[src/rtl/fhc_pkg.sv]
`timescale 1ns / 1ps
`default_nettype none
// fhc_pkg: shared types and constants for the float/half converter.
// No dependencies.
package fhc_pkg;

	typedef enum logic {
		OP_S2H = 1'b0,
		OP_H2S = 1'b1
	} op_t;

	localparam logic [7:0]  SGL_EXP_MAX  = 8'hFF;
	localparam logic [4:0]  HLF_EXP_MAX  = 5'h1F;
	localparam logic [7:0]  EXP_REBIAS   = 8'd112;
	// single exponents at or above this overflow half
	localparam logic [7:0]  SGL_OVF_EXP  = 8'd143;
	// single exponents at or below this give a half subnormal
	localparam logic [7:0]  SGL_SUB_EXP  = 8'd112;
	// single exponents below this flush to zero
	localparam logic [7:0]  SGL_FLUSH_EXP = 8'd102;
	// subnormal shift is SUB_BASE - exponent
	localparam logic [7:0]  SUB_BASE     = 8'd113;
	// half subnormal renormalizes to exponent field LZ_BASE + msb position
	localparam logic [7:0]  LZ_BASE      = 8'd103;

	localparam logic [15:0] HLF_INF      = 16'h7C00;
	localparam logic [15:0] HLF_QNAN_BIT = 16'h0200;
	localparam logic [31:0] SGL_INF      = 32'h7F80_0000;
	localparam logic [31:0] SGL_QNAN_BIT = 32'h0040_0000;

	// position of the most significant set bit of a nonzero 10-bit mantissa
	function automatic logic [3:0] msb_pos(input logic [9:0] m);
		logic [3:0] pos;
		pos = 4'd0;
		for (int i = 0; i < 10; i++) begin
			if (m[i]) begin
				pos = 4'(i);
			end
		end
		return pos;
	endfunction

endpackage
`default_nettype wire

[src/rtl/fhc_s2h.sv]
`timescale 1ns / 1ps
`default_nettype none
// fhc_s2h: combinational single-to-half conversion, truncating.
// Uses fhc_pkg.
module fhc_s2h (
	input  wire logic [31:0] operand,
	output logic      [15:0] result
);

	logic        sign;
	logic [7:0]  exp;
	logic [22:0] mant;
	logic [7:0]  sub_shift;
	logic [10:0] sub_mant;
	logic [7:0]  hexp;

	assign sign = operand[31];
	assign exp  = operand[30:23];
	assign mant = operand[22:0];

	// shift of 1..11 applied to the 11-bit significand, same as shifting 24 bits by 14..24
	assign sub_shift = fhc_pkg::SUB_BASE - exp;
	assign sub_mant  = {1'b1, mant[22:13]} >> sub_shift[3:0];
	assign hexp      = exp - fhc_pkg::EXP_REBIAS;

	always_comb begin
		if (exp == fhc_pkg::SGL_EXP_MAX) begin
			result = {sign, 15'd0} | fhc_pkg::HLF_INF
				| ((mant != 23'd0) ? fhc_pkg::HLF_QNAN_BIT : 16'd0);
		end else if (exp == 8'd0) begin
			result = {sign, 15'd0};
		end else if (exp >= fhc_pkg::SGL_OVF_EXP) begin
			result = {sign, 15'd0} | fhc_pkg::HLF_INF;
		end else if (exp < fhc_pkg::SGL_FLUSH_EXP) begin
			result = {sign, 15'd0};
		end else if (exp <= fhc_pkg::SGL_SUB_EXP) begin
			result = {sign, 5'd0, sub_mant[9:0]};
		end else begin
			result = {sign, hexp[4:0], mant[22:13]};
		end
	end

endmodule
`default_nettype wire

[src/rtl/fhc_h2s.sv]
`timescale 1ns / 1ps
`default_nettype none
// fhc_h2s: combinational half-to-single conversion, exact.
// Uses fhc_pkg (msb_pos, constants).
module fhc_h2s (
	input  wire logic [15:0] operand,
	output logic      [31:0] result
);

	logic        sign;
	logic [4:0]  exp;
	logic [9:0]  mant;
	logic [3:0]  pos;
	logic [3:0]  norm_shift;
	logic [19:0] norm_mant;
	logic [7:0]  sub_exp;

	assign sign = operand[15];
	assign exp  = operand[14:10];
	assign mant = operand[9:0];

	// subnormal: move the leading one to the hidden position
	assign pos        = fhc_pkg::msb_pos(mant);
	assign norm_shift = 4'd10 - pos;
	assign norm_mant  = {10'd0, mant} << norm_shift;
	assign sub_exp    = fhc_pkg::LZ_BASE + {4'd0, pos};

	always_comb begin
		if (exp == fhc_pkg::HLF_EXP_MAX) begin
			result = {sign, 31'd0} | fhc_pkg::SGL_INF
				| ((mant != 10'd0) ? fhc_pkg::SGL_QNAN_BIT : 32'd0);
		end else if (exp == 5'd0) begin
			if (mant == 10'd0) begin
				result = {sign, 31'd0};
			end else begin
				result = {sign, sub_exp, norm_mant[9:0], 13'd0};
			end
		end else begin
			result = {sign, {3'd0, exp} + fhc_pkg::EXP_REBIAS, mant, 13'd0};
		end
	end

endmodule
`default_nettype wire

[src/rtl/float_half_converter.sv]
`timescale 1ns / 1ps
`default_nettype none
// float_half_converter: IEEE single <-> half bit pattern converter. Each request
// transfer carries req_type (0: single to half, 1: half to single) and a 32-bit
// operand; each response transfer carries one 32-bit result, with half results in
// bits 15..0 and zeros above. Single to half truncates toward zero, flushes values
// below the half subnormal range to signed zero, saturates overflow to infinity and
// turns NaN into a quiet NaN with the sign kept. Half to single is exact. The
// operand is captured in an input register, converted by a short combinational
// path (exponent compare, a barrel shift of at most 11 bits, a 10-bit leading-one
// search) and captured in the result register, which drives rsp_valid and
// result_bits. Throughput is one transfer per cycle while rsp_stall is low; both
// registers advance whenever the stage ahead is empty or being drained, so
// req_stall rises only when both stages hold data and rsp_stall is high. Uses
// fhc_pkg, fhc_s2h and fhc_h2s.
module float_half_converter (
	input  wire logic        clk,
	input  wire logic        arst_n,
	input  wire logic        req_valid,
	output logic             req_stall,
	input  wire logic        req_type,
	input  wire logic [31:0] operand_bits,
	output logic             rsp_valid,
	input  wire logic        rsp_stall,
	output logic      [31:0] result_bits
);

	// stage 1: captured request
	logic             valid_s1;
	fhc_pkg::op_t     op_s1;
	logic [31:0]      operand_s1;
	// stage 2: result register
	logic             valid_s2;
	fhc_pkg::op_t     op_s2;
	logic [31:0]      result_s2;

	logic             load_s2;
	logic             load_s1;
	logic [15:0]      half_res;
	logic [31:0]      single_res;
	logic [31:0]      conv_res;

	// stage 2 takes data when empty or its content leaves this cycle
	assign load_s2   = !valid_s2 || !rsp_stall;
	assign load_s1   = !valid_s1 || load_s2;
	assign req_stall = !load_s1;

	fhc_s2h u_s2h (
		.operand (operand_s1),
		.result  (half_res)
	);

	fhc_h2s u_h2s (
		.operand (operand_s1[15:0]),
		.result  (single_res)
	);

	always_comb begin
		unique case (op_s1)
			fhc_pkg::OP_S2H: conv_res = {16'd0, half_res};
			fhc_pkg::OP_H2S: conv_res = single_res;
			default:         conv_res = {16'd0, half_res};
		endcase
	end

	always_ff @(posedge clk or negedge arst_n) begin
		if (!arst_n) begin
			valid_s1 <= 1'b0;
			valid_s2 <= 1'b0;
		end else begin
			if (load_s1) begin
				valid_s1 <= req_valid;
			end
			if (load_s2) begin
				valid_s2 <= valid_s1;
			end
		end
	end

	// payload registers, no reset
	always_ff @(posedge clk) begin
		if (load_s1 && req_valid) begin
			op_s1      <= fhc_pkg::op_t'(req_type);
			operand_s1 <= operand_bits;
		end
		if (load_s2 && valid_s1) begin
			op_s2     <= op_s1;
			result_s2 <= conv_res;
		end
	end

	assign rsp_valid   = valid_s2;
	assign result_bits = result_s2;

	// backpressure only with both stages full and the output blocked
	a_stall_only_full: assert property (@(posedge clk) disable iff (!arst_n)
		req_stall |-> (valid_s1 && valid_s2 && rsp_stall))
		else $error("req_stall raised with room in the pipeline");

	// a captured item reaches the result register when it is free
	a_advance: assert property (@(posedge clk) disable iff (!arst_n)
		(valid_s1 && !valid_s2) |=> valid_s2)
		else $error("stage 1 item did not advance");

	// half results keep the upper half clear
	a_half_upper: assert property (@(posedge clk) disable iff (!arst_n)
		(valid_s2 && op_s2 == fhc_pkg::OP_S2H) |-> (result_s2[31:16] == 16'd0))
		else $error("half result with upper bits set");

endmodule
`default_nettype wire

[config.mk]
export PLATFORM = sky130hd
export DESIGN_NAME = float_half_converter
export DESIGN_NICKNAME = d
export VERILOG_FILES = /design/src/rtl/fhc_pkg.sv /design/src/rtl/fhc_s2h.sv /design/src/rtl/fhc_h2s.sv /design/src/rtl/float_half_converter.sv
export SDC_FILE = /design/constraint.sdc
export NUM_CORES = 1
export LEC_CHECK = 0
export ABC_AREA = 1
export CAP_MARGIN = 20
export CORE_ASPECT_RATIO = 0.9
export CORE_UTILIZATION = 25
export CTS_BUF_LIST = sky130_fd_sc_hd__clkbuf_4
export DETAILED_ROUTE_END_ITERATION = 7
export DONT_BUFFER_PORTS = 1
export PLACE_DENSITY = 0.34
export RECOVER_POWER = 25
export REMOVE_ABC_BUFFERS = 1
export SLEW_MARGIN = 20
export SYNTH_ARGS = -nofsm -noshare
export SYNTH_HDL_FRONTEND = slang
export SYNTH_SLANG_ARGS = --single-unit
[constraint.sdc]
create_clock -name clk -period 2.62 [get_ports clk]
set_input_delay 0.131 -clock clk [delete_from_list [all_inputs] [get_ports clk]]
set_output_delay 0.131 -clock clk [all_outputs]
set_load 0.05 [all_outputs]
==> results of run 1 <==
## logic make-up after synthesis
kind of cell / count (synthesis)
compound gates: 74
xor+xnor: 2
fa+ha+maj: 3
buf+inv: 62
flops: 66
mux: 1
simple gates: 171
## sequential cells by signal (all words and copies together) (netlist names)
name and count:
operand_s1 32, result_bits 31, op_s1 1, rsp_valid 1, valid_s1 1
## per-stage QoR
stage / utilization / std cells
2_1_floorplan: - / 368
3_3_place_gp: 0.2754 / 572
3_5_place_dp: 0.2754 / 572
4_1_cts: 0.3130 / 625
5_1_grt: 0.3197 / 637
6_report: 0.3197 / 637
## Yosys cell counts, types with 3 or more instances
| library cell | number | share of area |
|---|---|---|
| clkbuf_1 | 3 | 0.0031 |
| ha_1 | 3 | 0.011 |
| nand2_4 | 3 | 0.0094 |
| nor3_1 | 3 | 0.0042 |
| nand2_2 | 6 | 0.011 |
| nor2_1 | 15 | 0.016 |
| nand3_1 | 42 | 0.059 |
| nor4_1 | 4 | 0.0070 |
| nor2_4 | 4 | 0.013 |
| o211ai_1 | 9 | 0.019 |
| o2111ai_1 | 3 | 0.0074 |
| nand2_1 | 85 | 0.089 |
| o21ai_0 | 19 | 0.027 |
| nand4_1 | 3 | 0.0053 |
| inv_1 | 46 | 0.048 |
| a211oi_1 | 3 | 0.0063 |
| a21oi_1 | 29 | 0.041 |
| inv_2 | 5 | 0.0053 |
| buf_2 | 7 | 0.0098 |
| edfxtp_1 | 64 | 0.54 |
## where the power goes
group / switching [uW] / internal [uW] / leakage [uW]
clock: 368 / 391 / 0.0000838
sequential: 266 / 1280 / 0.000645
combinational: 318 / 199 / 0.00106
total: 953 / 1870 / 0.00179
## final cells by class
| type | instances | area share |
|---|---|---|
| Clock inverter | 6 | 0.01817 |
| Timing Repair Buffer | 60 | 0.1213 |
| Inverter | 51 | 0.04360 |
| Sequential cell | 66 | 0.4405 |
| Clock buffer | 10 | 0.01677 |
| Tap cell | 193 | 0.05394 |
| Multi-Input combinational cell | 251 | 0.3058 |
## layer usage
| metal | up-vias | track usage | part of all wire | wire length, um |
|---|---|---|---|---|
| met5 | - | 0 | 0 | 0 |
| met4 | 0 | 0.05647 | 0.016 | 153 |
| met3 | 15 | 0.04524 | 0.076 | 744 |
| met2 | 102 | 0.1775 | 0.37 | 3638 |
| met1 | 1307 | 0.2165 | 0.53 | 5197 |
| li1 | 1441 | - | - | - |
## worst max-delay path, cell delays in order, from the launching register on
cell and delay, ns:
edfxtp_1 0.54, inv_1 0.10, nand2_1 0.06, nand2_2 0.07
nand2_4 0.11, nand2_8 0.12, inv_1 0.05, ha_1 0.33
clkinvlp_4 0.19, buf_4 0.18, nor2_2 0.11, nand2_1 0.08
nor2_1 0.09, a21oi_1 0.05, o21ai_1 0.14
## repair_timing
action	4_1_cts	5_1_grt
setup endpoints to repair	0	7
hold buffers	37	0
gates resized for setup	0	1
endpoints found under the hold margin	37	0
buffers inserted	0	12
## final timing paths
kind	start	end	slack [ns]	cells after the start
max	operand_s1[5]	result_bits[13]	0.24	14
min	rsp_stall	result_bits[25]	0.21	2
max reg2reg	operand_s1[5]	result_bits[13]	0.24	14
min reg2reg	valid_s1	rsp_valid	0.51	2
max in group asynchronous	arst_n	valid_s1	2.05	2
min in group asynchronous	arst_n	rsp_valid	0.45	2
## layout by cell type, fill, tap and decap left out, types with 2 or more instances in the layout
| cell type | n |
|---|---|
| o2111ai_1 | 3 |
| a211oi_1 | 3 |
| nor2_1 | 15 |
| edfxtp_1 | 64 |
| nand2_2 | 6 |
| buf_4 | 23 |
| a21oi_1 | 28 |
| clkinv_2 | 2 |
| clkbuf_4 | 10 |
| inv_2 | 5 |
| nor4_1 | 4 |
| o21ai_1 | 2 |
| nand3_1 | 42 |
| nand2_4 | 3 |
| inv_1 | 45 |
| o211ai_1 | 9 |
| nand4_1 | 3 |
| nor2_4 | 4 |
| ha_1 | 3 |
| dlygate4sd3_1 | 37 |
| nor3_1 | 3 |
| a21oi_2 | 2 |
| clkinvlp_4 | 2 |
| dfrtp_1 | 2 |
| bufinv_16 | 2 |
| nand2_1 | 85 |
| nor2_2 | 2 |
| o21ai_0 | 19 |
==> results.cfg, run 1 <==
[run_status]
run_status = finished clean

[worst_setup_path]
critPathMaxFanout = 10
worstSetupPathType = flop to flop
timing.critical_path.from_type = flop
arrival_worst_endpoint_ns = 2.66
worst-endpoint-required_ns = 2.91
setup.worst_path.end_class = flop

[global_routing]
wire_length_of_the_first_global_routing_pass_um = 15370
globalRouteTotalUtil = 0.1412
overflow = 0
via_count_of_the_first_global_routing_pass = 2733
grt_max_degree = 32
antenna_found_initial = 0

[flow_run]
maxCapViolations = 0

[final_layout]
fillerInstances = 1464
area_of_the_multi_input_gates_mm2 = 0.001369
design_area_mm2 = 0.004477
area_growth_pct = 25.24
layout.area.seq_mm2 = 0.001972
n_antenna_cell = 0
num-nets-final = 479
share_of_layout_cells_above_drive_strength_1 = 0.1532

[clocking]
cts.root.buffer_cell = clkbuf_4
cts-buffers-inserted = 9
clock_sink_count = 66
clk_transition_reported_paths_ns = 0.11
htree_num_levels = 3
insertion_delay_ns = 0.43
cts_buffer_depth = 2
clock_tree_from_tritoncts = done

[placed_design]
place.detailed.hpwl_um = 7459
numPortBuffers = 0
postPlaceCellArea_mm2 = 0.003856
pre_cts_slack_ns = 0.08397
finalWeightedCongestion = 0.8760

[sta]
maxSlewViolCount = 0
max_freq_mhz = 420.7
period_utilization_post_route = 0.9072
finClkSkew_ns = 0.008088
setup_viol = 0
timing.setup.tns_ns = 0
timing.final.ws_setup_ns = 0.2432
final.hold.worst_slack_ns = 0.2078
worst_slew_pin_slew_ns = 0.9072
maxSlewHeadroom = 0.3964
timing.final.crit_period_ns = 2.377
final_hold_viol_count = 0

[floorplan]
initial_core_util = 0.2552
io_pins = 71
die_area_mm2 = 0.01478
core_area_mm2 = 0.01400
chipWidth_um = 128.0
die-height_um = 115.4
fp-row-count = 41

[logic_synthesis]
synth_compound_area_frac = 0.1264
synth_cells = 379
synth_top_family_by_area = simple AND/OR/NAND/NOR gates
muxShareOfSynthArea = 0.002800
post_synthesis_register_bit_count = 66
synth_fa_ha_area_frac = 0.01050
synth-xor-area-share = 0.01015
synth-seq-area-share = 0.5516
synth_edf_count = 64
synthesis.yosys.warnings = 0
synth_async_sr_flop_share = 0.03030
synth_ff_type = edfxtp_1
synthesis.area_per_instance_um2 = 9.432
synth_cell_area_mm2 = 0.003575
synth_cell_type_count = 39
synthSimpleGateAreaFrac = 0.2300

[pwr]
post-layout-total-power_uw = 2826
p_leak_uw = 0.001791
max-vdd-ir-drop_mv = 0.2388
power-per-cell-area_mw_per_mm2 = 631.3

[routing]
drt.antenna.violating_nets = 0
totalWireLength_um = 9733
via_count = 2865
drc = 0
routed_via_density = 4.498
drt_pre_antenna_iters = 4
number_of_drc_violations_after_detailed_routing_iteration_0 = 198
avgRoutedWirePerCell_um = 15.28

[hold_path]
hold_path_class = input pin to flop
No activity file was read; power rests on OpenSTA's default activity.
==> run 2, diff against run 1 <==
--- a/config.mk
+++ b/config.mk
@@ -13,5 +13,5 @@
 export DETAILED_ROUTE_END_ITERATION = 7
 export DONT_BUFFER_PORTS = 1
-export PLACE_DENSITY = 0.34
+export PLACE_DENSITY = 0.44
 export RECOVER_POWER = 25
 export REMOVE_ABC_BUFFERS = 1
==> constraint.sdc (replaced) <==
create_clock -name clk -period 2.62 [get_ports clk]
set_input_delay 0.524 -clock clk [delete_from_list [all_inputs] [get_ports clk]]
set_output_delay 0.524 -clock clk [all_outputs]
set_load 0.05 [all_outputs]
==> results.cfg, run 2 (synthesized netlist as in run 1, its figures left out) <==
[floorplan]
fp-row-count = 41
initial_core_util = 0.2552
chipWidth_um = 128.0
die-height_um = 115.4
io_pins = 71
die_area_mm2 = 0.01478
core_area_mm2 = 0.01400

[hold_path]
whs_path_depth = 0
worst_hold_startpoint = operand_bits[24]
min_to = operand_s1[24]
hold_path_class = input pin to flop

[worst_setup_path]
setup.worst_path.end_class = flop
worstSetupPathType = flop to flop
crit_path_cell_trace = nor2_1 -> nand2_4 -> nand2_8 -> inv_1 -> ha_1 -> xnor2_4 -> inv_2 -> nand2_2 -> inv_2 -> nand3_1 -> nand2_1 -> o211ai_1 -> nand2_1
critPathSlowestCell = edfxtp_1
crit_buf_inv = 3
crit_path_max_incr_delay_ns = 0.54
r2r_end = result_bits[15]
worst_r2r_startpoint = operand_s1[9]
timing.critical_path.max_delay_family = simple AND/OR/NAND/NOR gates
timing.critical_path.from_type = flop
critPathMaxFanout = 10
arrival_worst_endpoint_ns = 2.63
worst-endpoint-required_ns = 2.80
r2r_cells = 13
reg2reg_slack_ns = 0.18

[sta]
setup_viol = 0
timing.final.crit_period_ns = 2.443
worst_slew_pin_slew_ns = 1.183
max_freq_mhz = 409.3
timing.setup.tns_ns = 0
period_utilization_post_route = 0.9326
rsz_0062_raised_after_global_routing = false
maxSlewHeadroom = 0.2150
finClkSkew_ns = 0.01062
maxSlewViolCount = 0
final_hold_viol_count = 0

[routing]
totalWireLength_um = 8968
number_of_drc_violations_after_detailed_routing_iteration_0 = 178
via_count = 2717
drc = 0
routed_via_density = 4.582
drt.antenna.violating_nets = 0
drt_pre_antenna_iters = 5
avgRoutedWirePerCell_um = 15.12

[pwr]
p_leak_uw = 0.001582
power-per-cell-area_mw_per_mm2 = 646.8
combPwrFrac = 0.179
net_switching_power_figure_uw = 915.0
power.internal_uw = 1679
max-vdd-ir-drop_mv = 0.1671
power.share.clock = 0.227
post-layout-total-power_uw = 2594
power_frac_seq = 0.594
swShare = 0.3528

[final_layout]
share_of_layout_cells_above_drive_strength_1 = 0.1475
final_common_cell = nand2_1
registers.top_by_ff_count = operand_s1
largest_register_ff_count = 32
n_antenna_cell = 0
num-nets-final = 436
area_growth_pct = 12.18
layout_common_cells = 85 x nand2_1, 64 x edfxtp_1, 45 x inv_1, 42 x nand3_1, 28 x a21oi_1

[clocking]
cts_buffer_depth = 2
clk_transition_reported_paths_ns = 0.10
clock_tree_from_tritoncts = done
clock_sink_count = 66
htree_num_levels = 3
cts.root.buffer_cell = clkbuf_4
insertion_delay_ns = 0.44
cts-buffers-inserted = 9

[run_status]
run_status = finished clean

[global_routing]
grt_max_degree = 34
overflow = 0
globalRouteTotalUtil = 0.1289
via_count_of_the_first_global_routing_pass = 2559
antenna_found_initial = 2
wire_length_of_the_first_global_routing_pass_um = 13990

[placed_design]
finalWeightedCongestion = 0.8544
place.detailed.hpwl_um = 6987
numPortBuffers = 0

[flow_run]
maxCapViolations = 0
run 2: how the worst max path moves through the flow:
stage	startpoint	endpoint	slack [ns]	cells past startpoint
global placement	operand_s1[3]	result_bits[15]	0.04	17
floorplan	rsp_valid	result_bits[0]	0.02	1
detailed placement	operand_s1[3]	result_bits[15]	0.13	17
finish	operand_s1[9]	result_bits[15]	0.18	13
CTS	operand_s1[3]	result_bits[15]	0.12	17
global route	operand_s1[2]	result_bits[15]	0.002	18
run 2: through the flow:
step	area, um^2	setup WS (ns)	hold WS [ns]	instances	util
2_1_floorplan	3521	0.02440	0.2284	368	-
3_3_place_gp	3841	0.04230	0.2285	570	0.2743
3_5_place_dp	3841	0.1282	0.2285	570	0.2743
4_1_cts	3961	0.1173	0.1371	586	0.2829
5_1_grt	4010	0.001513	0.1383	593	0.2863
6_report	4010	0.1765	0.1798	593	0.2863
run 2: power groups by stage:
| stage | registers [uW] | clock network, uW | logic (uW) |
|---|---|---|---|
| floorplan | 1550 | 0 | 320 |
| global placement | 1570 | 0 | 444 |
| detailed placement | 1570 | 0 | 438 |
| CTS | 1540 | 617 | 440 |
| global route | 1550 | 656 | 521 |
| finish | 1540 | 590 | 464 |
run 2: metal layers:
metal	track usage	vias up	wire, um
met1	0.1860	1216	4538
met4	0.07451	4	225
met3	0.04801	18	798
li1	-	1364	-
met2	0.1609	115	3378
met5	0	-	27
run 2: cell type report:
cell class                 instances  area, um^2
fill                            1464        9995
sequential                        66        1972
multi-input combinational        251        1369
tap                              193       241.5
inverter                          51       195.2
timing repair buffer              17       122.6
clock buffer                      14       105.1
clock inverter                     1       5.005
run 2: worst register-to-register path: cells and delay by family, from the launching register on:
| kind | cells | cell delay [ns] |
|---|---|---|
| simple gates | 7 | 0.84 |
| fa+ha+maj | 1 | 0.25 |
| buf+inv | 3 | 0.21 |
| compound gates | 1 | 0.12 |
| flops | 1 | 0.54 |
| xor+xnor | 1 | 0.24 |
run 2: timing repair:
action | in CTS | in global routing
gates resized for setup | 0 | 1
setup buffers | 0 | 7
hold buffers | 1 | 0
endpoints found under the hold margin | 2 | 0
endpoints found under the setup margin | 0 | 4
==> run 3, diff against run 2 <==
- PLACE_DENSITY: 0.44 -> not set
- PLACE_DENSITY_LB_ADDON: not set -> 0.15
==> results.cfg, run 3 (synthesized netlist as in run 1, its figures left out) <==
[floorplan]
chipWidth_um = 128.0
core_area_mm2 = 0.01400
die_area_mm2 = 0.01478
io_pins = 71
initial_core_util = 0.2552
fp-row-count = 41
die-height_um = 115.4

[sta]
rsz_0062_raised_after_global_routing = false
period_utilization_post_route = 0.9178
timing.setup.tns_ns = 0
maxSlewHeadroom = 0.4545
timing.final.crit_period_ns = 2.405
finClkSkew_ns = 0.01128
timing.final.ws_setup_ns = 0.2154
setup_viol = 0
final_hold_viol_count = 0
max_freq_mhz = 415.9
maxSlewViolCount = 0
worst_slew_pin_slew_ns = 0.8182

[clocking]
insertion_delay_ns = 0.42
clock_sink_count = 66
htree_num_levels = 3
cts_buffer_depth = 2
clock_tree_from_tritoncts = done
clk_transition_reported_paths_ns = 0.10
cts.root.buffer_cell = clkbuf_4
cts-buffers-inserted = 9

[final_layout]
share_of_layout_cells_above_drive_strength_1 = 0.1496
num-nets-final = 436
registers.top_by_ff_count = operand_s1
design_area_mm2 = 0.004051
area_growth_pct = 13.34
final_common_cell = nand2_1
fillerInstances = 1461
largest_register_ff_count = 32
layout_common_cells = 85 x nand2_1, 64 x edfxtp_1, 45 x inv_1, 42 x nand3_1, 29 x a21oi_1

[hold_path]
hold_path_class = input pin to flop

[pwr]
power-per-cell-area_mw_per_mm2 = 677.0
max-vdd-ir-drop_mv = 0.2992
p_leak_uw = 0.001597
post-layout-total-power_uw = 2743

[global_routing]
overflow = 0
wire_length_of_the_first_global_routing_pass_um = 13820
via_count_of_the_first_global_routing_pass = 2493
globalRouteTotalUtil = 0.1269
grt_max_degree = 34
antenna_found_initial = 1

[routing]
via_count = 2664
drt.antenna.violating_nets = 0
routed_via_density = 4.477
number_of_drc_violations_after_detailed_routing_iteration_0 = 179
avgRoutedWirePerCell_um = 15.19
drt_pre_antenna_iters = 5
drc = 0
totalWireLength_um = 9038

[worst_setup_path]
worst-endpoint-required_ns = 2.78
timing.critical_path.from_type = flop
critPathMaxFanout = 10
setup.worst_path.end_class = flop
worstSetupPathType = flop to flop
arrival_worst_endpoint_ns = 2.57
reg2reg_slack_ns = 0.22

[placed_design]
postPlaceCellArea_mm2 = 0.003849
finalWeightedCongestion = 0.8488
place.detailed.hpwl_um = 7108
pre_cts_slack_ns = 0.09349
numPortBuffers = 0

[flow_run]
maxCapViolations = 0

[run_status]
run_status = finished clean
## run 3: layer usage
metal / routed length [um] / global-route usage
met1: 4663 / 0.1847
met2: 3297 / 0.1547
met3: 883 / 0.05309
met4: 180 / 0.06667
met5: 13 / 0
## run 3: power breakdown
group	leakage (uW)	switching (uW)	internal, uW
Combinational	0.000869	313	151
Clock	0.0000838	349	391
Sequential	0.000645	254	1280
## run 3: layout make-up
cell class,instances,area [um^2],area share
clock buffers,10,75.07,0.01853
multi-input cells,251,1360,0.3357
clock inverters,6,81.33,0.02007
inverters,51,195.2,0.04818
well taps,193,241.5,0.05960
flip-flops and latches,66,1972,0.4867
repair buffers,17,123.9,0.03057
diodes,1,2.502,0.0006177
## run 3: through the flow
step                instances  hold WS (ns)  utilization
finish                    595        0.1933       0.2893
global route              594        0.1475       0.2891
CTS                       588        0.1410       0.2867
detailed placement        571        0.2285       0.2748
global placement          571        0.2285       0.2748
floorplan                 368        0.2284            -
## run 3: final timing paths
check,startpoint,to,cells past startpoint
worst max-delay path,operand_s1[9],result_bits[15],13
max in group asynchronous,arst_n,valid_s1,1
worst min-delay path,operand_bits[4],operand_s1[4],0
worst min register to register,valid_s1,rsp_valid,2
worst max register to register,operand_s1[9],result_bits[15],13
min in group asynchronous,arst_n,rsp_valid,1
## run 3: repair_timing
item,4_1_cts,5_1_grt
setup buffers,0,6
hold endpoints to repair,2,0
hold buffers,1,0
resized for setup,0,2
endpoints found under the setup margin,0,4
## run 3: worst max-delay path, cell delays in order (launching register included)
cell	delay (ns)
edfxtp_1	0.53
nor2_1	0.23
nand2_4	0.14
nand2_8	0.12
inv_1	0.05
ha_2	0.21
xnor2_4	0.23
inv_2	0.12
nand2_2	0.08
inv_2	0.06
nand3_1	0.09
nand2_1	0.05
o211ai_1	0.11
nand2_1	0.12
